==> src/hex_text_frame_parser_macros.svh <==
// Assertion macros for the hex text frame parser.
// Included by the top level; relies on nothing else.
`ifndef HEX_TEXT_FRAME_PARSER_MACROS_SVH
`define HEX_TEXT_FRAME_PARSER_MACROS_SVH

// Check a condition in the same cycle as its trigger.
`define HTFP_ASSERT_SAME(label, clk, rst, ante, cons) \
  label: assert property (@(posedge clk) disable iff (rst) (ante) |-> (cons)) \
    else $error("hex text frame parser: same-cycle check failed");

// Check a condition in the cycle after its trigger.
`define HTFP_ASSERT_NEXT(label, clk, rst, ante, cons) \
  label: assert property (@(posedge clk) disable iff (rst) (ante) |=> (cons)) \
    else $error("hex text frame parser: next-cycle check failed");

`endif

==> src/htfp_pkg.sv <==
// Shared types and constants of the hex text frame parser.
// No dependencies; imported by the result interface, the design modules and the testbench.
package htfp_pkg;

  // Largest number of payload bytes after the command byte.
  localparam int MAX_PAYLOAD = 31;
  localparam logic [7:0] MAX_BYTES = 8'(MAX_PAYLOAD + 1);

  // Character codes used by the decoder.
  localparam logic [7:0] CH_SPACE = 8'h20;
  localparam logic [7:0] CH_TAB   = 8'h09;
  localparam logic [7:0] CH_LF    = 8'h0A;
  localparam logic [7:0] CH_CR    = 8'h0D;
  localparam logic [7:0] CH_DASH  = 8'h2D;
  localparam logic [7:0] CH_COLON = 8'h3A;
  localparam logic [7:0] CH_ZERO  = 8'h30;
  localparam logic [7:0] CH_NINE  = 8'h39;
  localparam logic [7:0] CH_UPPER_A = 8'h41;
  localparam logic [7:0] CH_UPPER_F = 8'h46;
  localparam logic [7:0] CH_LOWER_A = 8'h61;
  localparam logic [7:0] CH_LOWER_F = 8'h66;
  localparam logic [7:0] DIGIT_TEN  = 8'd10;

  typedef enum logic [1:0] {
    ST_OK       = 2'd0,
    ST_FORMAT   = 2'd1,
    ST_OVERFLOW = 2'd2,
    ST_EMPTY    = 2'd3
  } status_t;

  typedef enum logic {
    KIND_BYTE   = 1'b0,
    KIND_STATUS = 1'b1
  } kind_t;

  // Classification of one character.
  typedef struct packed {
    logic       is_sep;
    logic       is_hex;
    logic [3:0] nibble;
  } char_class_t;

  // One result word.
  typedef struct packed {
    kind_t      result_kind;
    logic [7:0] byte_value;
    logic [7:0] byte_index;
    status_t    status;
    logic [7:0] payload_length;
  } result_t;

endpackage

==> src/htfp_frame_core.sv <==
// Frame state: nibble pairing, byte count, sticky error and end-of-text status.
// Uses htfp_pkg types; fed by htfp_char_decode.
module htfp_frame_core import htfp_pkg::*; (
  input  logic        clk,
  input  logic        rst,
  input  logic        accept,
  input  logic        end_of_text,
  input  char_class_t char_class,
  output logic        push_valid,
  output result_t     push_data
);

  logic       nibble_pending, nibble_pending_next;
  logic [3:0] high_nibble, high_nibble_next;
  logic [7:0] bytes_seen, bytes_seen_next;
  status_t    error_code, error_code_next;
  logic       produce;

  // Work out the next state and any result of the current word
  always_comb begin
    nibble_pending_next = nibble_pending;
    high_nibble_next    = high_nibble;
    bytes_seen_next     = bytes_seen;
    error_code_next     = error_code;
    produce             = 1'b0;
    push_data           = '0;
    if (end_of_text) begin
      produce               = 1'b1;
      push_data.result_kind = KIND_STATUS;
      if (error_code != ST_OK) begin
        push_data.status = error_code;
      end else if (nibble_pending) begin
        push_data.status = ST_FORMAT;
      end else if (bytes_seen == 8'd0) begin
        push_data.status = ST_EMPTY;
      end else begin
        push_data.status         = ST_OK;
        push_data.payload_length = bytes_seen - 8'd1;
      end
      nibble_pending_next = 1'b0;
      high_nibble_next    = 4'd0;
      bytes_seen_next     = 8'd0;
      error_code_next     = ST_OK;
    end else if (error_code == ST_OK && !char_class.is_sep) begin
      if (!char_class.is_hex) begin
        error_code_next = ST_FORMAT;
      end else if (!nibble_pending) begin
        nibble_pending_next = 1'b1;
        high_nibble_next    = char_class.nibble;
      end else begin
        nibble_pending_next = 1'b0;
        high_nibble_next    = 4'd0;
        if (bytes_seen >= MAX_BYTES) begin
          // Drop the byte and latch overflow
          error_code_next = ST_OVERFLOW;
        end else begin
          produce               = 1'b1;
          push_data.result_kind = KIND_BYTE;
          push_data.byte_value  = {high_nibble, char_class.nibble};
          push_data.byte_index  = bytes_seen;
          bytes_seen_next       = bytes_seen + 8'd1;
        end
      end
    end
  end

  assign push_valid = accept && produce;

  // Hold frame state; advance on each accepted word
  always_ff @(posedge clk) begin
    if (rst) begin
      nibble_pending <= 1'b0;
      high_nibble    <= 4'd0;
      bytes_seen     <= 8'd0;
      error_code     <= ST_OK;
    end else if (accept) begin
      nibble_pending <= nibble_pending_next;
      high_nibble    <= high_nibble_next;
      bytes_seen     <= bytes_seen_next;
      error_code     <= error_code_next;
    end
  end

endmodule

==> config.mk <==
export PLATFORM = sky130hd
export DESIGN_NAME = htfp_frame_core
export DESIGN_NICKNAME = d
export VERILOG_FILES = /design/src/hex_text_frame_parser_macros.svh /design/src/htfp_pkg.sv /design/src/htfp_frame_core.sv
export SDC_FILE = /design/constraint.sdc
export NUM_CORES = 1
export LEC_CHECK = 0
export BUFFER_PORTS_ARGS = -buffer_cell sky130_fd_sc_hd__buf_2
export CAP_MARGIN = 10
export CORE_AREA = 5 5 63 65
export CTS_BUF_LIST = sky130_fd_sc_hd__clkbuf_16
export DETAILED_ROUTE_END_ITERATION = 12
export DIE_AREA = 0 0 68 70
export GPL_ROUTABILITY_DRIVEN = 0
export HOLD_SLACK_MARGIN = 0.1
export PLACE_DENSITY_LB_ADDON = 0.3
export RECOVER_POWER = 100
export SLEW_MARGIN = 25
export SYNTH_ARGS = -nofsm -noshare
export SYNTH_HDL_FRONTEND = slang
export SYNTH_SLANG_ARGS = --single-unit
==> constraint.sdc <==
create_clock -name clk -period 1.71 [get_ports clk]
set_input_delay 0.171 -clock clk [delete_from_list [all_inputs] [get_ports clk]]
set_output_delay 0.171 -clock clk [all_outputs]
set_load 0.01 [all_outputs]
* Yosys cells after proc, flatten, opt, wreduce, memory -nomap -nowiden
Index checks and enable logic that the tools add are counted.
Word-level totals: flip-flop bits (word level) 15, input bits 10, output and inout bits 28, logic and storage cells 58
Operators by class: add/subtract/negate cells 2, order comparisons 1, eq/ne operators 3, multiplexer cells 36, reductions and logical operators 12
Operators by type and width (number):
- $mux 16 | 5
- $mux 8 | 8
- $mux 2 | 8
- $mux 4 | 4
- $mux 1 | 10
- $mux 10 | 1
- $add 8x1->8 const B | 1
- $ge 8x6->1 const B | 1
- $logic_not 8->1 | 1
- $reduce_bool 2->1 | 4
- $sub 8x1->8 const B | 1
- $ne 3x2->1 const B | 2
- $reduce_and 5->1 | 1
- $reduce_and 4->1 | 1
- $reduce_and 3->1 | 1
- $logic_and 1x1->1 | 2
- $logic_not 2->1 | 1
- $ne 2x2->1 const B | 1
- $logic_not 1->1 | 1

* Depth between registers and ports, before layout
depth in word-level cells 7, gate-level depth with buffers 6, mapped depth without buffers 5

* Worst setup path before layout
OpenSTA, ideal clock, no wires.
path kind register to output, start point register bytes_seen[4], end point output push_data[7] in the netlist's numbering, arrival 1467 ps, required time 1539 ps, setup slack 72 ps, cell stages (with the launch flop) 5, buffers on the path 1, cell sequence dfxtp_1 buf_6 or4_4 or3_1 a21oi_1
RTL lines:
- start: declaration | RTL line htfp_frame_core.sv:15 | logic [7:0] bytes_seen, bytes_seen_next;
- start signal: assignment | RTL line htfp_frame_core.sv:79 | bytes_seen <= bytes_seen_next;
- end: declaration | RTL line htfp_frame_core.sv:10 | output result_t push_data

==> run metrics <==
RSZ-0062 raised after global routing yes; CTS Hold Bufs 0; Ant. Diodes 0; final core utilization 55.1%; Total Power 0.941 mW; final worst-path cycle share 112%; HP Start char_class[1]; measured slew at the worst slew-check pin 727 ps; CTS max path bufs 2; CP Capture Type output port; post-route design area 1810 um2; Lkg Pwr 0.804 nW; first-pass GRT wire length 5980 um; gr usage total 16.0%; status complete, but fails checks; P&R area growth vs syn 50.3%; failing checks setup timing; nets 215; Initial Utilization 36.6%; Post-Syn Instances 150; worst hold stages 2; vias per inst 5.36; R2R depth 5; fmax 0.523 GHz; number of cells after detailed placement 237; pin count of the biggest net entering global routing 21; routed wire length 3750 um; total clock sinks 15; P per Cell Area 520 nW/um2; clk_skew 1.10 ps; num rows 21; average wire per standard cell 15.2 um; DR pass1 iterations 6; Final setup viols 19; critical path arrival 1740 ps; Worst Path Max Fanout 8; port bufs 34; crit path time final 1910 ps; Synth Warn # 0; worst hold path type in -> reg; Worst R2R End bytes_seen[4]$_SDFFE_PP0P_; Worst-path clk slew 50 ps; total die area 4760 um2; initial antenna violation count 0; Syn Area/Cell 8.02 um2; register area 315 um2; remaining antenna violation count 0; reg-to-reg critical path startpoint bytes_seen[0]$_SDFFE_PP0P_; Max H-tree Level 1; worst skew pair latency 250 ps; Hold Fails Final Rpt 0; vias in the first global route 1261; via count 1325; DRC viols 0; Num CTS Buffers 3; fraction of layout cells with a size suffix above 1 52.2%; core area 3280 um2; critical path type reg -> out; number of synthesized register bits 15; Final Max Tran Viols 0; reg2reg setup slack 60 ps; grt total ovfl 0; hpwl dp 2680 um; CP required 1540 ps; Placed Area 1500 um2; fin cells 247; Worst VDD drop 0.316 mV; Final WS setup -203 ps; Post-Syn Area 1200 um2; Critical Path Source Type flop; clock root cell clkbuf_16; Hold EP high_nibble[1]$_SDFFE_PP0P_; Fill cells 330; Iter 0 DRT Violations 49; Seq/Total Area, Yosys 24.9%; CTS tree built; Die X 68 um; Die Ht 70 um; synth unique cells 46; Slew HR 51.5%; Max Cap Viol 0; top-level port count 38; Multi-input gate area 907 um2
sequential cells by signal, indices dropped and copies added, names as in the netlist:
register and flops:
high_nibble 4, bytes_seen 8, error_code 2, nibble_pending 1
cell usage in the layout, fill, tap and decap left out, types with 2 or more instances in the layout:
cell type	netlist	layout
nor2_1	6	2
or3_4	1	6
dfxtp_4	0	2
nand3_1	3	3
clkbuf_16	0	3
inv_1	9	9
nand2_1	8	8
and3_1	2	2
nor3_2	0	4
a31o_2	3	2
o211ai_1	2	2
buf_2	2	24
a21oi_2	0	3
a31oi_1	2	2
nand2b_1	4	4
a21oi_1	7	4
ha_1	3	3
and2_4	0	9
xnor2_1	3	3
o31ai_1	4	4
clkbuf_1	5	3
nor4_4	2	2
dfxtp_1	15	7
a32o_1	4	4
nor3b_1	6	6
and2_1	10	2
o21ai_0	3	3
nor4b_1	2	2
dfxtp_2	0	6
nor3_1	9	4
conb_1	1	3
nor2_2	0	4
buf_4	6	19
nand4_1	4	4
buf_6	1	12
where the power goes:
| part | internal [mW] | leakage [nW] | switching [mW] |
|---|---|---|---|
| Sequential | 0.351 | 0.126 | 0.00327 |
| Clock | 0.311 | 0.0423 | 0.157 |
| Combinational | 0.0479 | 0.636 | 0.0711 |
cell families (layout without fill, tap and decap cells):
logic type	count (synthesis)	in the layout	synth area share [%]
AOI/OAI and AO/OA	35	35	21.4
xor gates and xnor gates	3	3	2.18
adders and majority gates	3	3	3.12
buffers and inverters	23	72	9.87
DFF	15	15	24.9
other	1	3	0.312
and+or+nand+nor	70	70	38.1
how the worst max path moves through the flow:
stage	from	endpoint	slack (ps)	cells after the start
finish	bytes_seen[5]$_SDFFE_PP0P_	push_data[24]	-200	5
global route	bytes_seen[5]$_SDFFE_PP0P_	push_data[23]	-240	5
CTS	bytes_seen[3]$_SDFFE_PP0P_	push_data[6]	-200	4
detailed placement	bytes_seen[2]$_SDFFE_PP0P_	push_data[7]	-8	4
global placement	bytes_seen[2]$_SDFFE_PP0P_	push_data[7]	60	4
floorplan	bytes_seen[4]$_SDFFE_PP0P_	push_data[7]	70	4
cells in the mapped netlist, drive strengths merged:
| library cell | instances | area (um2) |
|---|---|---|
| or2 | 1 | 6.26 |
| or4 | 3 | 27.5 |
| nor4 | 2 | 42.5 |
| dfxtp | 15 | 300 |
| o311ai | 1 | 8.76 |
| a31oi | 2 | 12.5 |
| a211oi | 1 | 7.51 |
| and4bb | 1 | 12.5 |
| o211ai | 2 | 15.0 |
| nor2 | 6 | 22.5 |
| nor3 | 9 | 45.0 |
| nand2b | 4 | 25.0 |
| clkbuf | 5 | 18.8 |
| o31ai | 4 | 30.0 |
| and2 | 11 | 70.1 |
| a21oi | 7 | 35.0 |
| nor4bb | 1 | 10.0 |
| nand4 | 4 | 25.0 |
| nor3b | 6 | 45.0 |
| a32o | 4 | 40.0 |
| a311o | 1 | 10.0 |
| nand3 | 3 | 15.0 |
| or4b | 1 | 10.0 |
| buf | 9 | 66.3 |
| a221oi | 1 | 8.76 |
| xnor2 | 3 | 26.3 |
| o2111ai | 1 | 8.76 |
| o22ai | 1 | 6.26 |
| nand2 | 8 | 30.0 |
| o21ai | 3 | 15.0 |
| ha | 3 | 37.5 |
| nor4b | 2 | 17.5 |
| and3 | 2 | 12.5 |
| inv | 9 | 33.8 |
| a21boi | 2 | 15.0 |
| a211o | 1 | 8.76 |
| conb | 1 | 3.75 |
| o211a | 1 | 10.0 |
| a31o | 3 | 26.3 |
| or3 | 6 | 42.5 |
worst max-delay path, cell delays in order (launching register included):
cell	delay, ps
dfxtp_4	360
or3_4	420
nor4_4	310
buf_6	170
and2_1	110
buf_2	120
per-layer routing:
layer	wire, um	GRT usage [%]	share of wire, %
met4	40	4.64	1.1
met3	173	2.40	4.6
met1	1490	18.6	40
met2	2040	29.1	55
met5	0	0	0
timing repair:
item,CTS,global route
cloned,0,0
pin swaps,22,4
buffers inserted,4,2
endpoints found under the setup margin,22,24
gates resized for setup,23,32
stage by stage:
step | worst slack (ps) | TNS [ps] | hold slack, ps
finish | -203 | -2750 | 158
global route | -245 | -4040 | 163
floorplan | 71.6 | 0 | 297
CTS | -199 | -2250 | 150
detailed placement | -8.06 | -8.06 | 405
global placement | 57.1 | 0 | 392
cell type report:
class | instances | share of cell area (%)
multi-input combinational | 114 | 50.1
clock inverter | 1 | 0.207
timing repair buffer | 59 | 23.0
tap | 46 | 3.18
sequential | 15 | 17.4
clock buffer | 3 | 4.15
inverter | 9 | 1.87
Note: power is estimated with default switching activity, not from simulation.
