`config.mk`:
```
export PLATFORM = sky130hd
export DESIGN_NAME = htfp_char_decode
export DESIGN_NICKNAME = d
export VERILOG_FILES = /design/src/hex_text_frame_parser_macros.svh /design/src/htfp_pkg.sv /design/src/htfp_char_decode.sv
export SDC_FILE = /design/constraint.sdc
export NUM_CORES = 1
export LEC_CHECK = 0
export BUFFER_PORTS_ARGS = -buffer_cell sky130_fd_sc_hd__buf_2
export CORE_AREA = 10 10 47 49
export DETAILED_ROUTE_END_ITERATION = 6
export DIE_AREA = 0 0 57 59
export SYNTH_ARGS = -nofsm -noshare
export SYNTH_HDL_FRONTEND = slang
export SYNTH_SLANG_ARGS = --single-unit
```
`constraint.sdc`:
```
create_clock -name vclk -period 1.6
set_input_delay 0.16 -clock vclk [all_inputs]
set_output_delay 0.16 -clock vclk [all_outputs]
set_load 0.02 [all_outputs]
```
`src/hex_text_frame_parser_macros.svh`:
```
// Assertion macros for the hex text frame parser.
// Included by the top level; relies on nothing else.
`ifndef HEX_TEXT_FRAME_PARSER_MACROS_SVH
`define HEX_TEXT_FRAME_PARSER_MACROS_SVH

// Check a condition in the same cycle as its trigger.
`define HTFP_ASSERT_SAME(label, clk, rst, ante, cons) \
  label: assert property (@(posedge clk) disable iff (rst) (ante) |-> (cons)) \
    else $error("hex text frame parser: same-cycle check failed");

// Check a condition in the cycle after its trigger.
`define HTFP_ASSERT_NEXT(label, clk, rst, ante, cons) \
  label: assert property (@(posedge clk) disable iff (rst) (ante) |=> (cons)) \
    else $error("hex text frame parser: next-cycle check failed");

`endif

```
`src/htfp_pkg.sv`:
```
// Shared types and constants of the hex text frame parser.
// No dependencies; imported by the result interface, the design modules and the testbench.
package htfp_pkg;

  // Largest number of payload bytes after the command byte.
  localparam int MAX_PAYLOAD = 31;
  localparam logic [7:0] MAX_BYTES = 8'(MAX_PAYLOAD + 1);

  // Character codes used by the decoder.
  localparam logic [7:0] CH_SPACE = 8'h20;
  localparam logic [7:0] CH_TAB   = 8'h09;
  localparam logic [7:0] CH_LF    = 8'h0A;
  localparam logic [7:0] CH_CR    = 8'h0D;
  localparam logic [7:0] CH_DASH  = 8'h2D;
  localparam logic [7:0] CH_COLON = 8'h3A;
  localparam logic [7:0] CH_ZERO  = 8'h30;
  localparam logic [7:0] CH_NINE  = 8'h39;
  localparam logic [7:0] CH_UPPER_A = 8'h41;
  localparam logic [7:0] CH_UPPER_F = 8'h46;
  localparam logic [7:0] CH_LOWER_A = 8'h61;
  localparam logic [7:0] CH_LOWER_F = 8'h66;
  localparam logic [7:0] DIGIT_TEN  = 8'd10;

  typedef enum logic [1:0] {
    ST_OK       = 2'd0,
    ST_FORMAT   = 2'd1,
    ST_OVERFLOW = 2'd2,
    ST_EMPTY    = 2'd3
  } status_t;

  typedef enum logic {
    KIND_BYTE   = 1'b0,
    KIND_STATUS = 1'b1
  } kind_t;

  // Classification of one character.
  typedef struct packed {
    logic       is_sep;
    logic       is_hex;
    logic [3:0] nibble;
  } char_class_t;

  // One result word.
  typedef struct packed {
    kind_t      result_kind;
    logic [7:0] byte_value;
    logic [7:0] byte_index;
    status_t    status;
    logic [7:0] payload_length;
  } result_t;

endpackage

```
`src/htfp_char_decode.sv`:
```
// Character classifier: separator, hex digit and nibble value.
// Uses the character constants of htfp_pkg.
module htfp_char_decode import htfp_pkg::*; (
  input  logic [7:0]  text_char,
  output char_class_t char_class
);

  logic [7:0] offset;

  // Classify and map hex digits of either case onto a nibble
  always_comb begin
    offset = 8'd0;
    char_class.is_sep = text_char inside {CH_SPACE, CH_CR, CH_LF, CH_TAB, CH_DASH, CH_COLON};
    char_class.is_hex = 1'b1;
    if (text_char inside {[CH_ZERO:CH_NINE]}) begin
      offset = text_char - CH_ZERO;
    end else if (text_char inside {[CH_UPPER_A:CH_UPPER_F]}) begin
      offset = text_char - CH_UPPER_A + DIGIT_TEN;
    end else if (text_char inside {[CH_LOWER_A:CH_LOWER_F]}) begin
      offset = text_char - CH_LOWER_A + DIGIT_TEN;
    end else begin
      char_class.is_hex = 1'b0;
    end
    char_class.nibble = offset[3:0];
  end

endmodule

```
After elaboration in Yosys (flattened, before gate mapping)
Cells that the tools add are included.

word-level totals
  flip-flop bits (word level) = 0
  bits of input ports = 8
  output and inout bits = 6
  logic and storage cells = 27

operators by class
  add/sub/neg operators = 5
  $lt $le $gt $ge = 6
  eq/ne operators = 6
  mux-type cells = 6
  reduce and logical (&&, ||, !) cells = 4

operators by type and width
  kind                                                                number
  == test 8 x 4 -> 1 bit (second input constant)                      3
  == test 8 x 6 -> 1 bit (second input constant)                      3
  greater-or-equal comparator 8 x 7 -> 1 bit (second input constant)  2
  less-or-equal comparator 8 x 7 -> 1 bit (second input constant)     2
  2-to-1 mux 4 bit                                                    3
  subtractor 4 x 1 -> 4 bit (second input constant)                   3
  adder 4 bit (second input constant)                                 2
  greater-or-equal comparator 8 x 6 -> 1 bit (second input constant)  1
  less-or-equal comparator 8 x 6 -> 1 bit (second input constant)     1
  nonzero test 6 bit                                                  1
  logical AND 1 bit                                                   3
  2-to-1 mux 1 bit                                                    3

Depth between registers and ports, before layout
Gate-level depths: netlist (run 1).

  depth in word-level cells = 5
  gate-level depth with buffers = 6
  gate-level depth less buffers = 6

Least setup slack after synthesis (run 1)
No wires, ideal clock.

  kind = input to output
  start point = input port text_char[1]
  end point = output port char_class[2] (netlist bit)
  data arrival time = 1.184 ns
  data required time = 1.440 ns
  slack = 0.256 ns
  cell stages on the path = 5
  path buffers = 0
  cells stage by stage = inv_1 > ha_1 > o21bai_1 > a21o_1 > o21ai_0

RTL lines
  what         line                   source
  from (decl)  htfp_char_decode.sv:4  input logic [7:0] text_char,
  to (decl)    htfp_char_decode.sv:5  output char_class_t char_class

==> out/metrics.yaml, run 1 <==
run_status:
  status: "finished, final reports clean"
timing:
  hold_violations: 0
  slew-limit-headroom_pct: 82.65
  setup_viol: 0
  worstMarginPinSlew_ns: 0.2598
  fin_setup_tns_ns: 0
  rsz0062_at_grt: "false"
  fin_crit_sh_pct: 94.87
  fmax_ghz: 0.6588
  min_period_ns: 1.518
  maxSlewViolCount: 0
setup_path:
  startpoint: "text_char[1]"
  cpPeakStageDelay_ns: 0.50
  cp_cell_sequence: "buf_2, inv_1, ha_1, inv_1, or4b_1, nand3_1, buf_2"
  cp.required_ns: 1.44
  end_kind: "output port"
  slowest_stage: "or4b_1"
  cp_data_arrival_time_ns: 1.36
  worstPathMaxFanout: 4
  path_class: "in -> out"
  cp_num_cells: 7
  path_buf_inv: 4
  crit_end: "char_class[5]"
  crit_family: "simple AND/OR/NAND/NOR gates"
  crit_path_start_kind: "input pin"
pwr:
  ir_drop_mv: 0.06411
  leakagePower_nw: 0.1808
  p_sw_share_pct: 60.13
  power_switching_mw: 0.03749
  p_total_mw: 0.06235
  internal_power_mw: 0.02486
  combPwrFrac_pct: 100.0
  power.share.sequential_pct: 0
  p_per_area_nw_per_um2: 183.9
  clkPwrFrac_pct: 0
place:
  port_buffers: 14
  hpwl_um: 625.6
  gp_congestion: 0.7616
  dpl.cell_count: 65
die:
  initial_utilization_pct: 17.23
  die_x_um: 57
  rows: 14
  num_io_pins: 14
  die_h_um: 59
  core_area_um2: 1401
  dieArea_um2: 3363
final_layout:
  antenna_cells: 0
  syn2layout_area_growth_pct: 40.41
  final_cell_mix: "buf_2, inv_1, nand2_1, a21oi_1, ha_1"
  drive_above_1_share_pct: 38.78
  fillers: 171
  regArea_um2: 0
  multiInputGateArea_um2: 230.2
  seq_cell_count: 0
  num-clock-buffers: 0
  final_cells: 65
  final_common_cell: "buf_2"
  finalNetCount: 63
routing:
  drcViolationCount: 0
  drt-vias-per-instance: 4.415
  routedWlPerCell_um: 10.94
  drtIter0Drc: 4
  num_vias: 287
  routed_wl_um: 711
  ant_nets: 0
  firstDrtPassIters: 3
global_routing:
  grt_start_max_net_pins: 8
  grt_pass1_vias: 287
  grt_overflow_total: 0
  grt_usage_pct: 3.929
  grt_first_pass_wirelength_um: 1186
  grt_antenna_before_repair: 0
logic_synthesis:
  syn_inst: 35
  synth.distinct_cells: 21
  synth.net_count: 47
  synth_seq_area_share_pct: 0
  syn_area_um2: 241.5
  yosys_warnings: 0
  synth.avg_cell_area_um2: 6.899
clocking:
  cts_setup_buffers: 0
flow_run:
  maxCapViolCount: 0
hold_path:
  min_path_type: "in -> out"
  hp-start: "text_char[0]"
==> cell usage after synthesis <==
cell	count	share of area (%)
nand4b_1	1	3.6
nand3_1	2	4.1
ha_1	4	21
nand2b_4	1	5.7
a21o_1	2	6.2
or4b_1	1	4.1
a21oi_1	4	8.3
nor3_2	1	4.1
o311ai_1	1	3.6
inv_1	4	6.2
o21ai_0	1	2.1
o21ai_1	1	2.1
nand2_1	4	6.2
nor3b_1	1	3.1
o22ai_1	1	2.6
nand4bb_1	1	4.7
o21bai_1	1	3.1
nor3_1	1	2.1
nand2_2	1	2.6
inv_2	1	1.6
nand3b_1	1	3.1
==> worst min path at each step <==
stage / endpoint / slack [ns] / cells after the start
6_report: char_class[0] / 0.68 / 3
4_1_cts: char_class[0] / 0.68 / 3
2_1_floorplan: char_class[0] / 0.46 / 1
5_1_grt: char_class[0] / 0.71 / 3
3_5_place_dp: char_class[0] / 0.68 / 3
3_3_place_gp: char_class[0] / 0.68 / 3
==> metal layers <==
metal	GRT usage, %	wire [µm]	vias up
met5	0	0	-
met2	5.891	255	11
met3	2.361	116	0
met1	4.976	339	121
met4	0	0	0
li1	-	-	155
==> final cells by class <==
cell class	count	area share, %
inverters	5	5.535
multi-input cells	30	67.90
well taps	16	5.904
repair buffers	14	20.66
==> power groups by stage <==
stage / Clock, mW / Sequential (mW) / Combinational (mW)
after floorplan: 0 / 0 / 0.0330
after global placement: 0 / 0 / 0.0601
after detailed placement: 0 / 0 / 0.0612
after CTS: 0 / 0 / 0.0616
after global routing: 0 / 0 / 0.0701
final: 0 / 0 / 0.0623
==> cells by family (layout without fill, tap and decap cells) <==
group	count (synthesis)	after routing	synth area share, %
fa+ha+maj	4	4	20.73
buf+inv	5	19	7.769
compound gates	11	11	27.98
simple gates	15	15	43.52
==> per-stage QoR <==
stage,setup slack [ns],cell area (µm²),util (%),hold slack (ns)
floorplan,0.2564,241.5,-,0.4650
global placement,0.05624,331.6,23.66,0.6819
detailed placement,0.06598,331.6,23.66,0.6838
CTS,0.06279,331.6,23.66,0.6825
global route,0.001568,339.1,24.20,0.7057
finish,0.08214,339.1,24.20,0.6776
==> what timing repair did <==
| item | 4_1_cts | 5_1_grt |
|---|---|---|
| setup endpoints to repair | 0 | 4 |
| hold buffers | 0 | 0 |
| gates resized for setup | 0 | 1 |
Power figures use the tool's default switching activity.
==> run 2: changes to the inputs <==
--- a/config.mk
+++ b/config.mk
@@ -9,6 +9,7 @@
 export CORE_AREA = 10 10 47 49
 export DETAILED_ROUTE_END_ITERATION = 6
 export DIE_AREA = 0 0 57 59
+export SETUP_SLACK_MARGIN = 0.5
 export SYNTH_ARGS = -nofsm -noshare
 export SYNTH_HDL_FRONTEND = slang
 export SYNTH_SLANG_ARGS = --single-unit
==> run 2 against run 1 <==
  * Power grew 100%
  * Utilization grew 19 points
  * Via count grew 14%
  * First-iteration DRC count is the same
  * Cell count grew 9.2%
  * Die area is the same
  * Wire length grew 36%
==> out/metrics.yaml, run 2 (synthesis gave the netlist of run 1 again) <==
die:
  die_h_um: 59
  die_x_um: 57
  core_area_um2: 1401
  rows: 14
  dieArea_um2: 3363
  initial_utilization_pct: 17.23
  num_io_pins: 14
pwr:
  leakagePower_nw: 0.2563
  p_per_area_nw_per_um2: 208.1
  internal_power_mw: 0.06309
  p_sw_share_pct: 49.93
  power.share.sequential_pct: 0
  p_total_mw: 0.1260
  ir_drop_mv: 0.07753
  combPwrFrac_pct: 100.0
  power_switching_mw: 0.06292
  clkPwrFrac_pct: 0
routing:
  ant_nets: 0
  routed_wl_um: 966
  drtIter0Drc: 4
  drt-vias-per-instance: 4.620
  firstDrtPassIters: 2
  num_vias: 328
  drcViolationCount: 0
  routedWlPerCell_um: 13.61
timing:
  hold_violations: 0
  fmax_ghz: 0.7451
  rsz0062_at_grt: "true"
  fin_crit_sh_pct: 83.88
  setup_viol: 0
  maxSlewViolCount: 0
  fin_setup_tns_ns: 0
  slew-limit-headroom_pct: 83.00
  min_period_ns: 1.342
  worstMarginPinSlew_ns: 0.2550
final_layout:
  antenna_cells: 0
  fillers: 149
  regArea_um2: 0
  finalNetCount: 69
  num-clock-buffers: 0
  seq_cell_count: 0
  final_cell_mix: "buf_6, buf_4, buf_2, nand2_1, a21oi_1"
  syn2layout_area_growth_pct: 150.8
  drive_above_1_share_pct: 74.55
  final_common_cell: "buf_6"
global_routing:
  grt_antenna_before_repair: 0
  grt_pass1_vias: 349
  grt_start_max_net_pins: 8
  grt_usage_pct: 5.270
  grt_overflow_total: 0
  grt_first_pass_wirelength_um: 1580
place:
  port_buffers: 14
  hpwl_um: 712.1
  gp_congestion: 0.7411
run_status:
  status: "finished, final reports clean"
hold_path:
  min_path_cells: 4
  min_path_type: "in -> out"
clocking:
  postCtsHoldBufs: 0
setup_path:
  startpoint: "text_char[1]"
  end_kind: "output port"
  crit_path_start_kind: "input pin"
  worstPathMaxFanout: 4
  path_class: "in -> out"
  crit_end: "char_class[1]"
  cp.required_ns: 1.44
  cp_data_arrival_time_ns: 1.18
flow_run:
  maxCapViolCount: 0
==> run 2: changes by cell type in the layout (fill, tap and decap cells not counted), sizes merged <==
cell  change
buf       +6
==> run 2: final cells by class <==
cell class,instances,area (µm²),share of cell area [%]
timing repair buffer,20,188.9,31.20
inverter,5,43.79,7.231
tap,16,20.02,3.306
multi-input combinational,30,352.8,58.26
==> run 2: critical path, stage by stage <==
cell	delay [ns]
buf_12	0.09
inv_12	0.03
ha_4	0.16
o311ai_4	0.29
nand2b_4	0.23
o22ai_2	0.08
buf_6	0.13
==> run 2: power groups by stage <==
stage / registers [mW] / logic [mW] / clock network (mW)
finish: 0 / 0.126 / 0
global route: 0 / 0.137 / 0
CTS: 0 / 0.115 / 0
detailed placement: 0 / 0.0811 / 0
global placement: 0 / 0.0804 / 0
floorplan: 0 / 0.0454 / 0
==> run 2: worst min path at each step <==
| stage | slack [ns] | endpoint | startpoint |
|---|---|---|---|
| finish | 0.71 | char_class[0] | text_char[0] |
| global route | 0.73 | char_class[0] | text_char[0] |
| CTS | 0.71 | char_class[0] | text_char[0] |
| detailed placement | 0.75 | char_class[5] | text_char[3] |
| global placement | 0.74 | char_class[5] | text_char[3] |
| floorplan | 0.38 | char_class[0] | text_char[0] |
==> run 2: stage by stage <==
| step | worst slack (ns) | instance area [µm²] | util [%] | std cells | hold WS [ns] |
|---|---|---|---|---|---|
| floorplan | 0.4420 | 321.6 | - | 35 | 0.3830 |
| global placement | 0.08374 | 419.2 | 29.91 | 66 | 0.7428 |
| CTS | 0.2161 | 559.3 | 39.91 | 69 | 0.7123 |
| finish | 0.2579 | 605.6 | 43.21 | 71 | 0.7080 |
| global route | 0.2154 | 605.6 | 43.21 | 71 | 0.7252 |
| detailed placement | 0.05514 | 419.2 | 29.91 | 66 | 0.7472 |
==> run 2: layer usage <==
layer	vias up	share of wire, %	track usage, %
li1	169	-	-
met1	148	40	6.050
met2	11	48	8.992
met3	0	12	2.790
met4	0	0	0
met5	-	0	0
==> run 2: what timing repair did <==
action / 4_1_cts / 5_1_grt
setup buffers: 3 / 2
endpoints found under the setup margin: 6 / 6
pin swaps: 10 / 3
gates resized for setup: 27 / 9
==> run 3: changes to the inputs <==
==> constraint.sdc (replaced) <==
create_clock -name vclk -period 1.15
set_input_delay 0.115 -clock vclk [all_inputs]
set_output_delay 0.115 -clock vclk [all_outputs]
set_load 0.02 [all_outputs]
==> run 3 against run 2 <==
  * The flow now finishes with violations (setup timing)
  * Global-route usage decreased by 0.13 points
  * First-iteration DRC count increased by 50%
  * Worst hold slack got worse by 0.064 ns
==> out/metrics.yaml, run 3 (synthesis gave the netlist of run 1 again) <==
run_status:
  status: "finished with violations"
  failed_checks: "setup timing"
global_routing:
  grt_overflow_total: 0
  grt_first_pass_wirelength_um: 1552
  grt_pass1_vias: 334
  grt_usage_pct: 5.138
  grt_start_max_net_pins: 7
  grt_antenna_before_repair: 0
timing:
  rsz0062_at_grt: "true"
  fin_setup_tns_ns: -0.5352
  hold_violations: 0
  setup_ws_ns: -0.1109
  min_period_ns: 1.261
  setup_viol: 6
  fmax_ghz: 0.7931
  maxSlewViolCount: 0
  fin_crit_sh_pct: 109.6
  worstMarginPinSlew_ns: 0.2729
  slew-limit-headroom_pct: 81.81
flow_run:
  maxCapViolCount: 0
setup_path:
  path_buf_inv: 3
  cpPeakStageDelay_ns: 0.28
  crit_family: "compound AO/OA/AOI/OAI gates"
  worstPathMaxFanout: 4
  crit_path_start_kind: "input pin"
  end_kind: "output port"
  cp.required_ns: 1.03
  slowest_stage: "o311ai_4"
  cp_data_arrival_time_ns: 1.15
  cp_cell_sequence: "buf_12, inv_12, ha_4, o311ai_4, nand2b_4, o22ai_4, buf_6"
  path_class: "in -> out"
place:
  dpl.cell_count: 74
  hpwl_um: 742.1
  gp_congestion: 0.8026
  port_buffers: 14
die:
  die_x_um: 57
  die_h_um: 59
  initial_utilization_pct: 17.23
  num_io_pins: 14
  core_area_um2: 1401
  rows: 14
  dieArea_um2: 3363
pwr:
  ir_drop_mv: 0.1202
  leakagePower_nw: 0.2515
  p_per_area_nw_per_um2: 281.2
routing:
  drcViolationCount: 0
  drtIter0Drc: 6
  ant_nets: 0
  num_vias: 330
  routedWlPerCell_um: 11.86
  routed_wl_um: 878
  firstDrtPassIters: 3
  drt-vias-per-instance: 4.459
final_layout:
  drive_above_1_share_pct: 72.41
  num-clock-buffers: 0
  regArea_um2: 0
  final_common_cell: "buf_4"
  final_cell_mix: "buf_4, buf_2, buf_6, nand2_1, a21oi_1"
  fillers: 145
  finalNetCount: 72
  final_cells: 74
  antenna_cells: 0
  multiInputGateArea_um2: 321.6
  seq_cell_count: 0
  syn2layout_area_growth_pct: 140.4
hold_path:
  min_path_type: "in -> out"
clocking:
  postCtsHoldBufs: 0
  cts_setup_buffers: 0
[run 3: power by group]
group	internal (mW)	switching (mW)
Clock	0	0
Combinational	0.0837	0.0796
Sequential	0	0
[run 3: timing repair]
action / 4_1_cts / 5_1_grt
resized for setup: 20 / 6
pin swaps: 7 / 4
endpoints found under the setup margin: 6 / 6
gates cloned: 0 / 0
[run 3: worst min-delay path, cell delays in order]
cell	delay, ns
buf_8	0.09
buf_4	0.13
o21ai_4	0.06
buf_6	0.12
[run 3: final timing paths]
| check | to | depth (start not counted) | slack, ns | startpoint |
|---|---|---|---|---|
| min | char_class[0] | 4 | 0.64 | text_char[0] |
| max | char_class[1] | 7 | -0.11 | text_char[1] |
[run 3: stage by stage]
stage	power (mW)	util [%]	worst slack, ns	area (µm²)	hold slack [ns]
2_1_floorplan	0.06323	-	0.08198	321.6	0.2930
3_3_place_gp	0.1304	34.20	-0.2541	479.2	0.6969
3_5_place_dp	0.1314	34.20	-0.2682	479.2	0.6932
4_1_cts	0.1546	39.29	-0.1424	550.5	0.6363
5_1_grt	0.1792	41.43	-0.1520	580.6	0.6609
6_report	0.1632	41.43	-0.1109	580.6	0.6439
[run 3: metal layers]
metal	wire length, µm	vias to the layer above	track usage, %
met3	131	0	3.219
li1	-	175	-
met2	369	12	8.062
met4	0	0	0
met1	377	143	6.161
met5	0	-	0
[run 3: area by class of cell]
cell class / count / share of cell area, %
multi-input cells: 30 / 55.39
inverters: 5 / 6.681
repair buffers: 23 / 34.48
well taps: 16 / 3.448
