--- src/hex_text_frame_parser_macros.svh ---
// Assertion macros for the hex text frame parser.
// Included by the top level; relies on nothing else.
`ifndef HEX_TEXT_FRAME_PARSER_MACROS_SVH
`define HEX_TEXT_FRAME_PARSER_MACROS_SVH

// Check a condition in the same cycle as its trigger.
`define HTFP_ASSERT_SAME(label, clk, rst, ante, cons) \
  label: assert property (@(posedge clk) disable iff (rst) (ante) |-> (cons)) \
    else $error("hex text frame parser: same-cycle check failed");

// Check a condition in the cycle after its trigger.
`define HTFP_ASSERT_NEXT(label, clk, rst, ante, cons) \
  label: assert property (@(posedge clk) disable iff (rst) (ante) |=> (cons)) \
    else $error("hex text frame parser: next-cycle check failed");

`endif

--- src/htfp_pkg.sv ---
// Shared types and constants of the hex text frame parser.
// No dependencies; imported by the result interface, the design modules and the testbench.
package htfp_pkg;

  // Largest number of payload bytes after the command byte.
  localparam int MAX_PAYLOAD = 31;
  localparam logic [7:0] MAX_BYTES = 8'(MAX_PAYLOAD + 1);

  // Character codes used by the decoder.
  localparam logic [7:0] CH_SPACE = 8'h20;
  localparam logic [7:0] CH_TAB   = 8'h09;
  localparam logic [7:0] CH_LF    = 8'h0A;
  localparam logic [7:0] CH_CR    = 8'h0D;
  localparam logic [7:0] CH_DASH  = 8'h2D;
  localparam logic [7:0] CH_COLON = 8'h3A;
  localparam logic [7:0] CH_ZERO  = 8'h30;
  localparam logic [7:0] CH_NINE  = 8'h39;
  localparam logic [7:0] CH_UPPER_A = 8'h41;
  localparam logic [7:0] CH_UPPER_F = 8'h46;
  localparam logic [7:0] CH_LOWER_A = 8'h61;
  localparam logic [7:0] CH_LOWER_F = 8'h66;
  localparam logic [7:0] DIGIT_TEN  = 8'd10;

  typedef enum logic [1:0] {
    ST_OK       = 2'd0,
    ST_FORMAT   = 2'd1,
    ST_OVERFLOW = 2'd2,
    ST_EMPTY    = 2'd3
  } status_t;

  typedef enum logic {
    KIND_BYTE   = 1'b0,
    KIND_STATUS = 1'b1
  } kind_t;

  // Classification of one character.
  typedef struct packed {
    logic       is_sep;
    logic       is_hex;
    logic [3:0] nibble;
  } char_class_t;

  // One result word.
  typedef struct packed {
    kind_t      result_kind;
    logic [7:0] byte_value;
    logic [7:0] byte_index;
    status_t    status;
    logic [7:0] payload_length;
  } result_t;

endpackage

--- src/htfp_out_skid.sv ---
// Output register with a spare entry, so that ready towards the source is registered.
// Uses result_t of htfp_pkg.
module htfp_out_skid import htfp_pkg::*; (
  input  logic    clk,
  input  logic    rst,
  input  logic    push_valid,
  input  result_t push_data,
  output logic    push_ready,
  output logic    out_valid,
  output result_t out_data,
  input  logic    out_ready
);

  logic    spare_valid;
  result_t spare_data;

  assign push_ready = !spare_valid;

  // Move words from the core into the output register or the spare
  always_ff @(posedge clk) begin
    if (rst) begin
      out_valid   <= 1'b0;
      spare_valid <= 1'b0;
    end else begin
      if (!out_valid || out_ready) begin
        if (spare_valid) begin
          out_valid   <= 1'b1;
          out_data    <= spare_data;
          spare_valid <= 1'b0;
        end else begin
          out_valid <= push_valid;
          if (push_valid) begin
            out_data <= push_data;
          end
        end
      end else if (push_valid && !spare_valid) begin
        // Receiver stalled: park the new word
        spare_valid <= 1'b1;
        spare_data  <= push_data;
      end
    end
  end

endmodule

--- config.mk ---
export PLATFORM = sky130hd
export DESIGN_NAME = htfp_out_skid
export DESIGN_NICKNAME = d
export VERILOG_FILES = /design/src/hex_text_frame_parser_macros.svh /design/src/htfp_pkg.sv /design/src/htfp_out_skid.sv
export SDC_FILE = /design/constraint.sdc
export NUM_CORES = 1
export LEC_CHECK = 0
export BUFFER_PORTS_ARGS = -buffer_cell sky130_fd_sc_hd__clkbuf_2
export CORE_ASPECT_RATIO = 1.5
export CORE_MARGIN = 1.5
export CORE_UTILIZATION = 30
export CTS_CLUSTER_SIZE = 16
export DETAILED_ROUTE_END_ITERATION = 8
export GPL_ROUTABILITY_DRIVEN = 0
export SKIP_CTS_REPAIR_TIMING = 1
export SYNTH_ARGS = -nofsm -noshare
export SYNTH_HDL_FRONTEND = slang
export SYNTH_SLANG_ARGS = --single-unit
--- constraint.sdc ---
create_clock -name clk -period 9.45 [get_ports clk]
set_input_delay 2.3625 -clock clk [delete_from_list [all_inputs] [get_ports clk]]
set_output_delay 2.3625 -clock clk [all_outputs]
set_load 0.02 [all_outputs]
# --- Word-level counts from Yosys, hierarchy flattened ---
# Cells that the tools add are included.
word_totals:
  regBits: 56
  inputBits: 31
  elab_cells: 25
classes:
  n_mux: 3
  n_bitwise: 2
  reduce_logical: 8
ops:
  columns: ["op", "count"]
  rows:
  - ["two-way mux 27 bit", 2]
  - ["AND reduction 3 bit", 2]
  - ["logical NOT 1 bit", 2]
  - ["NOT 1 bit", 2]
  - ["nonzero test 2 bit", 1]
  - ["OR reduction 2 bit", 1]
  - ["logical AND 1 bit", 1]
  - ["logical OR 1 bit", 1]
  - ["two-way mux 1 bit", 1]

# --- Depth between registers and ports, before layout ---
# Gate-level depths: netlist (run 1).
depth:
  word_depth: 4
  ltp_mapped: 3
  depth_no_buf: 2

# --- Worst setup path before layout (run 1) ---
# No wires, ideal clock.
synth_timing:
  path_kind: "input -> register"
  from: "input port rst"
  to: "register out_data[0] (netlist bit), enable pin"
  arrival_time_ns: 4.301
  required_time_ns: 9.005
  setup_slack_ns: 4.704
  cell_stages: 1
  n_path_buf: 0
  cell_sequence: "nor3_1"
synth_between:
  elab_chain_cells: 2
synth_rtl:
  columns: ["element", "line_no", "text"]
  rows:
  - ["from (decl)", "htfp_out_skid.sv:5", "input logic rst,"]
  - ["NOT 1 bit (no source line)", null, null]
  - ["AND reduction 3 bit (no source line)", null, null]
  - ["to (signal assigned)", "htfp_out_skid.sv:28", "out_data <= spare_data;"]
  - ["to (signal assigned)", "htfp_out_skid.sv:33", "out_data <= push_data;"]
  - ["to (decl)", "htfp_out_skid.sv:10", "output result_t out_data,"]
# No other way between the ends.
# A chain may end at the register's enable or synchronous reset.

# --- Final worst setup path (run 1) ---
layout_timing:
  from: "register spare_valid"
  to: "output port push_ready"
layout_between:
  elab_chain_cells: 1
layout_rtl:
  columns: ["element", "line_no", "text"]
  rows:
  - ["from (decl)", "htfp_out_skid.sv:14", "logic spare_valid;"]
  - ["from (signal assigned)", "htfp_out_skid.sv:23", "spare_valid <= 1'b0;"]
  - ["from (signal assigned)", "htfp_out_skid.sv:29", "spare_valid <= 1'b0;"]
  - ["from (signal assigned)", "htfp_out_skid.sv:38", "spare_valid <= 1'b1;"]
  - ["logical NOT 1 bit", "htfp_out_skid.sv:17", "assign push_ready = !spare_valid;"]
  - ["to (decl)", "htfp_out_skid.sv:8", "output logic push_ready,"]
# No other way between the ends.

==> results.md, run 1 <==
- Global-route met1 utilization: 0.0919
- Number of distinct standard cells referenced by the synthesized netlist: 11
- Port bufs: 59
- Total Routed Length: 3260 um
- Status: finished, final reports clean
- Cell types with the largest area share after synthesis: edfxtp_1 (75%), mux2_4 (19%), dfxtp_1 (1.9%), buf_6 (1.6%), nor4b_2 (0.70%)
- Slew Limit Headroom: 0.329
- H-tree depth: 2
- Clock-pin transition on the worst setup and hold timing paths: around 90 ps
- Final critical delay including setup and external delays: 3960 ps
- Final worst-path cycle share: 0.419
- Adder and majority gate portion of the synthesized area: 0
- Total count of hold-check failures in the final report: 0
- Die H: 107 um
- GR Util All Layers: 0.0895
- F_max: 253 MHz
- Post-synthesis cell type with the largest combined area: edfxtp_1
- Io pins: 60
- Latest clock arrival within the worst-skew pair: about 300 ps
- Standard cell core area: 6900 um^2
- VDD IR max: roughly 0.000074 V
- Post-placement cell count: 230
- Hpwl dp: 2300 um
- Die Area: 7720 um^2
- Number of nets in the finished design: 190
- Largest family of logic cells by synthesized area: multiplexers
- Simple-gate area share of the yosys netlist: 0.0226
- Area delta synth->final: 21.7%
- Accumulated negative setup slack: 0 ps
- Power Density: around 170 nW/um^2
- Proportion of synthesized area in mux cells: 0.188
- End-of-flow core utilization: 0.381
- Global routing met2 resource utilization: 0.154
- Required time at the worst-slack endpoint: 7090 ps
- Transition time at the pin with the least slew margin: 1010 ps
- Path type of the worst setup path: register to output pin
- Post-route DRC: 0
- RSZ-0062 raised after global routing: no
- Final ANT Viol Nets: 0
- Rows: 37
- Path category of the worst min-delay check: register to register
- Instance count of the mapped netlist: 94
- CTS buffer count: 5
- Total number of vias: 1030
- Post-Synthesis Net Count: 125
- Post-route setup slack: ~5500 ps
- Fraction of registers with async set or reset after synthesis: 0
- Number of antenna violations at the first check in global routing: 0
- Critical path endpoint category: output pin
- Max-slew violation count: 0
- Max Root-Sink Buffers: 2
- Yosys warnings: 0
- Non-filler instance count after layout: 238
- Clock tree sinks: 56
- Largest net degree at the start of global routing: 31
- Total standard cell area after synthesis: roughly 2200 um^2
- Final number of setup-violating endpoints: 0
- Worst setup slack after placement: roughly 5800 ps
- Number of enable flip-flop cells after synthesis: 54
- Post-layout total power: 0.443 mW
- CTS tree: yes
- Detailed-route wire length per cell: 13.7 um
- Arrival @ worst endpoint: 1590 ps
- Post-detailed-route via-to-cell ratio: between 4 and 5
- Xor-xnor portion of the synthesized cell area: 0
- Commonest register cell after synthesis: edfxtp_1
- Clock tree root buffer cell: clkbuf_8
- Total leakage power: 1.01 nW
- Vias in the first global route: 978
- Remaining Overflow, GRT: 0
- Leading post-synthesis cells by instance count: edfxtp_1 (54), mux2_4 (27), buf_6 (3)
- Number of diodes: 0
- Worst setup skew after layout: 4.76 ps
- Total of max-cap violations: 0
- Synth top area share: 0.751
- Busiest layer in global routing: met2
- Die W: just over 70 um
- Number of iterations in the first detailed-routing pass: 3
- Most numerous cell in the Yosys netlist: edfxtp_1
- Starting density of the core: 0.313
- Largest fanout of any net on the critical path: 30
- Met3 Usage GRT: 0.0226
- Share of layout cells above drive strength 1: 0.606
- Avg Inst Size Synth: around 23 um^2
- Fraction of the mapped netlist area in compound gates: 0.00232
- Global-route wire length before repair: 4950 um
- Flops & latches, synth: 56
- Type of origin of the critical path: register
- Proportion of synthesized chip area in sequential cells: 0.770
- DRT iter0 DRCs: 17
registers in the layout, indices dropped and copies added (netlist names):
name,cells
spare_valid,1
out_data,27
out_valid,1
spare_data,27
critical path, cell delays in order, from the launching register on:
cell and delay [ps]:
dfxtp_2 1010, inv_1 90, clkbuf_2 190
worst paths after layout:
kind / endpoint / slack, ps / startpoint / cells past startpoint
max: push_ready / 5490 / spare_valid / 2
min: out_data[13] / 550 / spare_data[13] / 1
min reg2reg: out_data[13] / 550 / spare_data[13] / 1
max reg2reg: out_data[14] / 7530 / spare_valid / 3
report_power, final:
part,total [mW],switching [mW],internal [mW]
Combinational,0.0378,0.0189,0.0189
Clock,0.121,0.0692,0.0517
Sequential,0.284,0.00325,0.281
Total,0.443,0.0913,0.352
layout make-up:
class / instances / area (um^2)
Inverter: 1 / 3.75
Clock buffer: 7 / 76.3
Fill cell: 646 / 4270
Sequential cell: 56 / 1660
Clock inverter: 1 / 3.75
Multi-Input combinational cell: 34 / 473
Tap cell: 78 / 97.6
Timing Repair Buffer: 61 / 310
cells by family (layout without fill, tap and decap cells):
group | Yosys count | after routing
flip-flops | 56 | 56
multiplexers | 27 | 27
AND/OR/NAND/NOR | 6 | 6
buffers and inverters | 4 | 70
AO/OA/AOI/OAI | 1 | 1
layer usage:
layer	share of wire	wire [um]	vias to the layer above
met1	0.37	1190	502
met3	0.035	113	6
li1	-	-	495
met5	0	0	-
met4	0.031	102	0
met2	0.57	1850	27
layout by cell type (no fill, tap or decap):
cell type,instances
a21oi_1,1
buf_4,2
clkbuf_1,2
clkbuf_2,59
clkbuf_8,5
clkinv_1,1
dfxtp_1,1
dfxtp_2,1
edfxtp_1,54
inv_1,1
mux2_4,27
nand2b_1,1
nor2_4,1
nor2b_1,1
nor3_1,1
nor3_2,1
nor4b_4,1
through the flow:
step,hold slack [ps],area (um^2)
detailed placement,534,2550
global placement,530,2550
global route,565,2630
finish,555,2630
CTS,556,2630
floorplan,527,2160
Power figures use the tool's default switching activity.
==> run 2, diff against run 1 <==
==> constraint.sdc (replaced) <==
create_clock -name clk -period 3.7 [get_ports clk]
set_input_delay 0.925 -clock clk [delete_from_list [all_inputs] [get_ports clk]]
set_output_delay 0.925 -clock clk [all_outputs]
set_load 0.02 [all_outputs]
==> run 2 against run 1 <==
Effect of this change: register-to-register slack lost 5500 ps; hold slack got worse by 1.5 ps; clock skew about the same; global-route usage about the same; clock power grew to 2.7 times the previous value; via count up 1.7%; combinational power grew to 2.7 times the previous value; final area rose by 0.76%; critical path depth increased by 2; sequential share of layout area shrank 0.48 points; sequential cell count unchanged; largest cell class unchanged.
==> results.md, run 2 (synthesis results as in run 1) <==
- Detailed-route wire length per cell: 14.1 um (was 13.7 um)
- Critical path endpoint category: register (was output pin)
- Clock tree root buffer cell: clkbuf_8 (unchanged)
- Required time at the worst-slack endpoint: 3670 ps (was 7090 ps)
- Area delta synth->final: 22.7% (was 21.7%)
- Type of origin of the critical path: primary input (was register)
- Registers with the most flip-flops: out_data: 27 flops, spare_data: 27 flops (unchanged)
- VDD IR max: 0.000151 V (was 0.0000742 V)
- Io pins: 60 (unchanged)
- Number of antenna violations at the first check in global routing: 0 (unchanged)
- Global-route wire length before repair: 5050 um (was 4950 um)
- Post-route DRC: 0 (unchanged)
- Share of layout cells above drive strength 1: 0.627 (was 0.606)
- Total leakage power: 1.03 nW (was 1.01 nW)
- Largest fanout of any net on the critical path: 27 (was 30)
- Post-detailed-route via-to-cell ratio: 4.38 (was 4.33)
- GR Util All Layers: 0.0894 (was 0.0895)
- Die Area: 7720 um^2 (unchanged)
- Total of max-cap violations: 0 (unchanged)
- Fillcell total: 651 (was 646)
- CTS buffer count: 5 (unchanged)
- Most frequent standard cell in the layout excluding fill and tap cells: clkbuf_2 (unchanged)
- F_max: 545 MHz
- Commonest non-fill, non-tap cells in the layout: clkbuf_2 (59), edfxtp_1 (54), mux2_4 (27), clkbuf_8 (6), buf_4 (3) (was clkbuf_2 (59), edfxtp_1 (54), mux2_4 (27), clkbuf_8 (5))
- Latest clock arrival within the worst-skew pair: 290 ps (was 300 ps)
- Number of iterations in the first detailed-routing pass: 3 (unchanged)
- Standard cell core area: 6900 um^2 (unchanged)
- H-tree depth: 2 (unchanged)
- Number of diodes: 0 (unchanged)
- Accumulated negative setup slack: 0 ps (unchanged)
- Family with the most delay on the worst path: buffers and inverters (was flip-flops)
- Delay of the slowest cell on the worst path: 360 ps (was 1010 ps)
- Clock tree sinks: 56 (unchanged)
- CTS tree: yes (unchanged)
- DRT iter0 DRCs: 71 (was 17)
- Worst setup slack after placement: 1530 ps (was 5780 ps)
- Slew Limit Headroom: 0.641 (was 0.329)
- Starting density of the core: 0.313 (unchanged)
- Hpwl dp: 2380 um (was 2300 um)
- Remaining Overflow, GRT: 0 (unchanged)
- Final ANT Viol Nets: 0 (unchanged)
- Port bufs: 59 (unchanged)
- Largest net degree at the start of global routing: 30 (was 31)
- Arrival @ worst endpoint: 1800 ps (was 1590 ps)
- Vias in the first global route: 966 (was 978)
- End-of-flow core utilization: 0.384 (was 0.381)
- Final number of setup-violating endpoints: 0 (unchanged)
- Buffering stage count on the worst path with inverters included: 2 (unchanged)
- Max-slew violation count: 0 (unchanged)
- Register cell area after layout: 1660 um^2 (unchanged)
- Final worst-path cycle share: 0.496
- Status: finished, final reports clean (unchanged)
- Number of nets in the finished design: 191 (was 190)
- Final critical delay including setup and external delays: between 1500 and 2000 ps
- Ordered list of cells on the worst path: clkbuf_2, nand2b_1, nor4b_4, buf_4 (was inv_1, clkbuf_2)
- Die H: 107 um (unchanged)
- Total number of vias: 1048 (was 1030)
- Clock-pin transition on the worst setup and hold timing paths: 90 ps (about the same)
- Max Root-Sink Buffers: 2 (unchanged)
- Transition time at the pin with the least slew margin: 539 ps (was 1010 ps)
- Path category of the worst min-delay check: register to register (unchanged)
- Rows: 37 (unchanged)
- Worst setup skew after layout: 4.29 ps (was 4.76 ps)
- Slowest cell on the critical path: buf_4 (was dfxtp_2)
- Area of the multi-input gates: 473 um^2 (unchanged)
- Path type of the worst setup path: primary input to register (was register to output pin)
- Post-route setup slack: 1870 ps (was 5490 ps)
- RSZ-0062 raised after global routing: no (unchanged)
- Power Density: 436 nW/um^2 (was 169 nW/um^2)
- Total Routed Length: 3370 um (was 3260 um)
- Total count of hold-check failures in the final report: 0 (unchanged)
- Die W: 72.3 um (unchanged)
[run 2: cell count changes in the layout (fill, tap and decap cells not counted)]
cell and delta:
clkinv_1 -1, buf_4 +1, clkbuf_8 +1, clkinv_2 +2, clkbuf_1 -2
[run 2: per-stage QoR]
| step | instance area (um^2) | hold WS [ps] | total power, mW | instances |
|---|---|---|---|---|
| 6_report | 2650 | 553 | 1.15 | 239 |
| 5_1_grt | 2650 | 565 | 1.20 | 239 |
| 4_1_cts | 2650 | 557 | 1.17 | 239 |
| 3_5_place_dp | 2550 | 534 | 0.840 | 231 |
| 3_3_place_gp | 2550 | 530 | 0.838 | 231 |
| 2_1_floorplan | 2160 | 527 | 0.798 | 94 |
[run 2: layout make-up]
cell class / count / area share
inverter: 1 / 0.00142
tap: 78 / 0.0369
clock inverter: 2 / 0.00378
timing repair buffer: 62 / 0.120
sequential: 56 / 0.628
multi-input combinational: 34 / 0.179
clock buffer: 6 / 0.0312
[run 2: path summary, 6_finish.rpt]
check                               startpoint             to  slack, ps  depth (start not counted)
worst max-delay path                 out_ready  spare_data[4]       1870                          4
worst min-delay path            spare_data[15]   out_data[15]        550                          1
worst max register to register     spare_valid   out_data[19]       2010                          4
worst min register to register  spare_data[15]   out_data[15]        550                          1
[run 2: metal layers]
| layer | part of all wire | global-route usage | vias up |
|---|---|---|---|
| met5 | 0 | 0 | - |
| met4 | 0.026 | 0.0526 | 0 |
| met3 | 0.034 | 0.0179 | 6 |
| met2 | 0.58 | 0.163 | 28 |
| met1 | 0.36 | 0.0918 | 516 |
| li1 | - | - | 498 |
[run 2: report_power, final]
| group | total [mW] | switching (mW) | internal, mW | leakage [nW] |
|---|---|---|---|---|
| Clock | 0.330 | 0.181 | 0.150 | 0.0510 |
| Combinational | 0.101 | 0.0524 | 0.0483 | 0.466 |
| Sequential | 0.723 | 0.00491 | 0.718 | 0.513 |
==> run 3, diff against run 2 <==
--- a/config.mk
+++ b/config.mk
@@ -5,6 +5,7 @@
 export SDC_FILE = /design/constraint.sdc
 export NUM_CORES = 1
 export LEC_CHECK = 0
+export ABC_AREA = 1
 export BUFFER_PORTS_ARGS = -buffer_cell sky130_fd_sc_hd__clkbuf_2
 export CORE_ASPECT_RATIO = 1.5
 export CORE_MARGIN = 1.5
==> constraint.sdc (replaced) <==
create_clock -name clk -period 1.5 [get_ports clk]
set_input_delay 0.375 -clock clk [delete_from_list [all_inputs] [get_ports clk]]
set_output_delay 0.375 -clock clk [all_outputs]
set_load 0.02 [all_outputs]
==> run 3 against run 2 <==
Effect of this change: synthesized cell count grew 65%; power grew to 2.6 times the previous value; sequential cell count is the same; clock skew is essentially flat; global-route usage grew 1.7 points; clock-buffer cell count shrank 1; sequential share of layout area grew 1.3 points; core utilization grew 1.0 points; clock power grew to 2.8 times the previous value; critical path depth shrank 2.
==> results.md, run 3 <==
- Status: finished, final reports clean (unchanged)
- Worst setup skew after layout: 4.65 ps (was 4.29 ps)
- Hpwl dp: 2640 um (was 2380 um)
- Final cell area excluding filler cells: 2590 um^2 (was 2650 um^2)
- Placed instance area: 2480 um^2 (was 2550 um^2)
- Arrival @ worst endpoint: 1010 ps (was 1800 ps)
- F_max: 720 MHz
- RSZ-0062 raised after global routing: no (unchanged)
- VDD IR max: 0.000589 V (was 0.000151 V)
- Final critical delay including setup and external delays: 1390 ps
- Number of antenna violations at the first check in global routing: 0 (unchanged)
- CTS tree: yes (unchanged)
- Registers with the most flip-flops: out_data: 27 flops, spare_data: 27 flops (unchanged)
- Slew Limit Headroom: 0.811 (was 0.641)
- Accumulated negative setup slack: 0 ps (unchanged)
- Most frequent standard cell in the layout excluding fill and tap cells: nand2_1 (was clkbuf_2)
- DRT iter0 DRCs: 53 (was 71)
- Fraction of registers with async set or reset after synthesis: 0 (unchanged)
- Clock-pin transition on the worst setup and hold timing paths: 90 ps (about the same)
- Power Density: 1140 nW/um^2 (was 436 nW/um^2)
- Delay of the slowest cell on the worst path: 350 ps (was 360 ps)
- GR Util All Layers: 0.106 (was 0.0894)
- Total leakage power: 1.10 nW (was 1.03 nW)
- Final number of setup-violating endpoints: 0 (unchanged)
- Flops & latches, synth: 56 (unchanged)
- Leading post-synthesis cells by instance count: nand2_1 (83), edfxtp_1 (54), nor2_1 (5) (was edfxtp_1 (54), mux2_4 (27), buf_6 (3))
- Number of iterations in the first detailed-routing pass: 4 (was 3)
- Required time at the worst-slack endpoint: 1120 ps (was 3670 ps)
- Number of nets in the finished design: 251 (was 191)
- Worst setup slack after placement: 131 ps (was 1530 ps)
- Path type of the worst setup path: register to output pin (was primary input to register)
- Transition time at the pin with the least slew margin: 283 ps (was 539 ps)
- End of the worst register-to-register path: spare_data[19] (was out_data[19])
- Total count of hold-check failures in the final report: 0 (unchanged)
- Startpoint of the worst-slack reg-to-reg timing path: spare_valid (unchanged)
- Yosys warnings: 0 (unchanged)
- Hold Path End: spare_data[26] (was out_data[15])
- End-of-flow core utilization: 0.394 (was 0.384)
- Total number of vias: 1261 (was 1048)
- Vias in the first global route: 1236 (was 966)
- Rows: 36 (was 37)
- Worst r2r path cells: 4 (unchanged)
- Io pins: 60 (unchanged)
- Detailed-route wire length per cell: 12.7 um (was 14.1 um)
- Hold depth: 1 (unchanged)
- Port bufs: 59 (unchanged)
- Family with the most delay on the worst path: buffers and inverters (unchanged)
- Standard cell core area: 6580 um^2 (was 6900 um^2)
- Path category of the worst min-delay check: primary input to register (was register to register)
- Cell types with the largest area share after synthesis: edfxtp_1 (78%), nand2_1 (15%), dfxtp_1 (1.9%), buf_6 (1.6%), nor2_1 (0.91%) (was edfxtp_1 (75%), mux2_4 (19%), dfxtp_1 (1.9%), buf_6 (1.6%), nor4b_2 (0.70%))
- Synth top area share: 0.785 (was 0.751)
- Buffering stage count on the worst path with inverters included: 2 (unchanged)
- WP depth: 2 (was 4)
- Critical path endpoint category: output pin (was register)
- Number of diodes: 0 (unchanged)
- Max Root-Sink Buffers: 2 (unchanged)
- Global-route wire length before repair: 6090 um (was 5050 um)
- Starting density of the core: 0.314 (was 0.313)
- Post-synthesis cell type with the largest combined area: edfxtp_1 (unchanged)
- Post-detailed-route via-to-cell ratio: 4.25 (was 4.38)
- Worst hold slack across all endpoints: 264 ps (was 553 ps)
- CTS buffer count: 5 (unchanged)
- Die Area: 7410 um^2 (was 7720 um^2)
- Commonest register cell after synthesis: edfxtp_1 (unchanged)
- Instance count of the mapped netlist: 155 (was 94)
- Clock tree sinks: 56 (unchanged)
- Type of origin of the critical path: register (was primary input)
- Clock tree root buffer cell: clkbuf_8 (unchanged)
- Latest clock arrival within the worst-skew pair: 300 ps (was 290 ps)
- Post-Synthesis Net Count: 186 (was 125)
- Die W: 70.8 um (was 72.3 um)
- Die H: 105 um (was 107 um)
- Max-slew violation count: 0 (unchanged)
- H-tree depth: 2 (unchanged)
- Largest net degree at the start of global routing: 28 (was 30)
- Avg Inst Size Synth: 13.3 um^2 (was 23.0 um^2)
- Area delta synth->final: 25.3% (was 22.7%)
- Slowest cell on the critical path: dfxtp_1 (was buf_4)
- Share of layout cells above drive strength 1: 0.330 (was 0.627)
- Most numerous cell in the Yosys netlist: nand2_1 (was edfxtp_1)
- Final ANT Viol Nets: 0 (unchanged)
- Largest fanout of any net on the critical path: 10 (was 27)
- Proportion of synthesized chip area in sequential cells: 0.804 (was 0.770)
- Slack of the worst reg-to-reg path: 240 ps (was 2010 ps)
- Commonest non-fill, non-tap cells in the layout: nand2_1 (83), clkbuf_2 (59), edfxtp_1 (54), clkbuf_8 (5) (was clkbuf_2 (59), edfxtp_1 (54), mux2_4 (27), clkbuf_8 (6), buf_4 (3))
- Post-route DRC: 0 (unchanged)
- Hold path startpoint: push_data[26] (was spare_data[15])
- Ordered list of cells on the worst path: inv_2, clkbuf_2 (was clkbuf_2, nand2b_1, nor4b_4, buf_4)
- Final worst-path cycle share: 0.925
- Total standard cell area after synthesis: 2070 um^2 (was 2160 um^2)
- Total Routed Length: 3780 um (was 3370 um)
- Remaining Overflow, GRT: 0 (unchanged)
- Number of enable flip-flop cells after synthesis: 54 (unchanged)
- Total of max-cap violations: 0 (unchanged)
- Post-route setup slack: 112 ps (was 1870 ps)
- Number of distinct standard cells referenced by the synthesized netlist: 11 (unchanged)
[run 3: changes by cell type in the layout (fill, tap and decap cells not counted), moves of 2 or more]
| cell | previous run | this run |
|---|---|---|
| clkinv_1 | 0 | 2 |
| nand2_1 | 0 | 83 |
| clkinv_2 | 2 | 0 |
| mux2_4 | 27 | 0 |
| buf_12 | 0 | 2 |
| nor2_1 | 0 | 3 |
[run 3: worst max path at each step]
stage | start | to | slack [ps]
after floorplan | spare_valid | out_data[0] | 2
after global placement | rst | out_data[18] | 170
after detailed placement | rst | out_data[18] | 130
after CTS | spare_valid | push_ready | 100
after global routing | spare_valid | push_ready | 50
final | spare_valid | push_ready | 110
[run 3: routing by layer]
metal | global-route usage | part of all wire | up-vias
met3 | 0.0241 | 0.049 | 4
met2 | 0.185 | 0.53 | 37
met5 | 0 | 0 | -
met4 | 0.0485 | 0.017 | 0
li1 | - | - | 645
met1 | 0.121 | 0.40 | 575
[run 3: through the flow]
stage | cells | total power, mW
global placement | 289 | 2.06
CTS | 297 | 3.00
floorplan | 155 | 1.95
finish | 297 | 2.96
detailed placement | 289 | 2.07
global route | 297 | 3.08
[run 3: final cells by class]
class	instances	area, um^2
clock buffer	5	68.8
clock inverter	3	37.5
fill	654	3990
inverter	3	11.3
multi-input combinational	90	358
sequential	56	1660
tap	76	95.1
timing repair buffer	64	358
[run 3: power by group]
group	internal, mW	switching (mW)	leakage (nW)	total [mW]
Sequential	1.77	0.0143	0.513	1.79
Combinational	0.0857	0.148	0.537	0.233
Clock	0.487	0.450	0.0532	0.937
[run 3: kinds of logic after synthesis]
kind of cell           Yosys count  share of synthesized area
flip-flops                      56                      0.804
AND/OR/NAND/NOR                 89                      0.163
AO/OA/AOI/OAI                    1                    0.00242
buffers and inverters            9                     0.0303
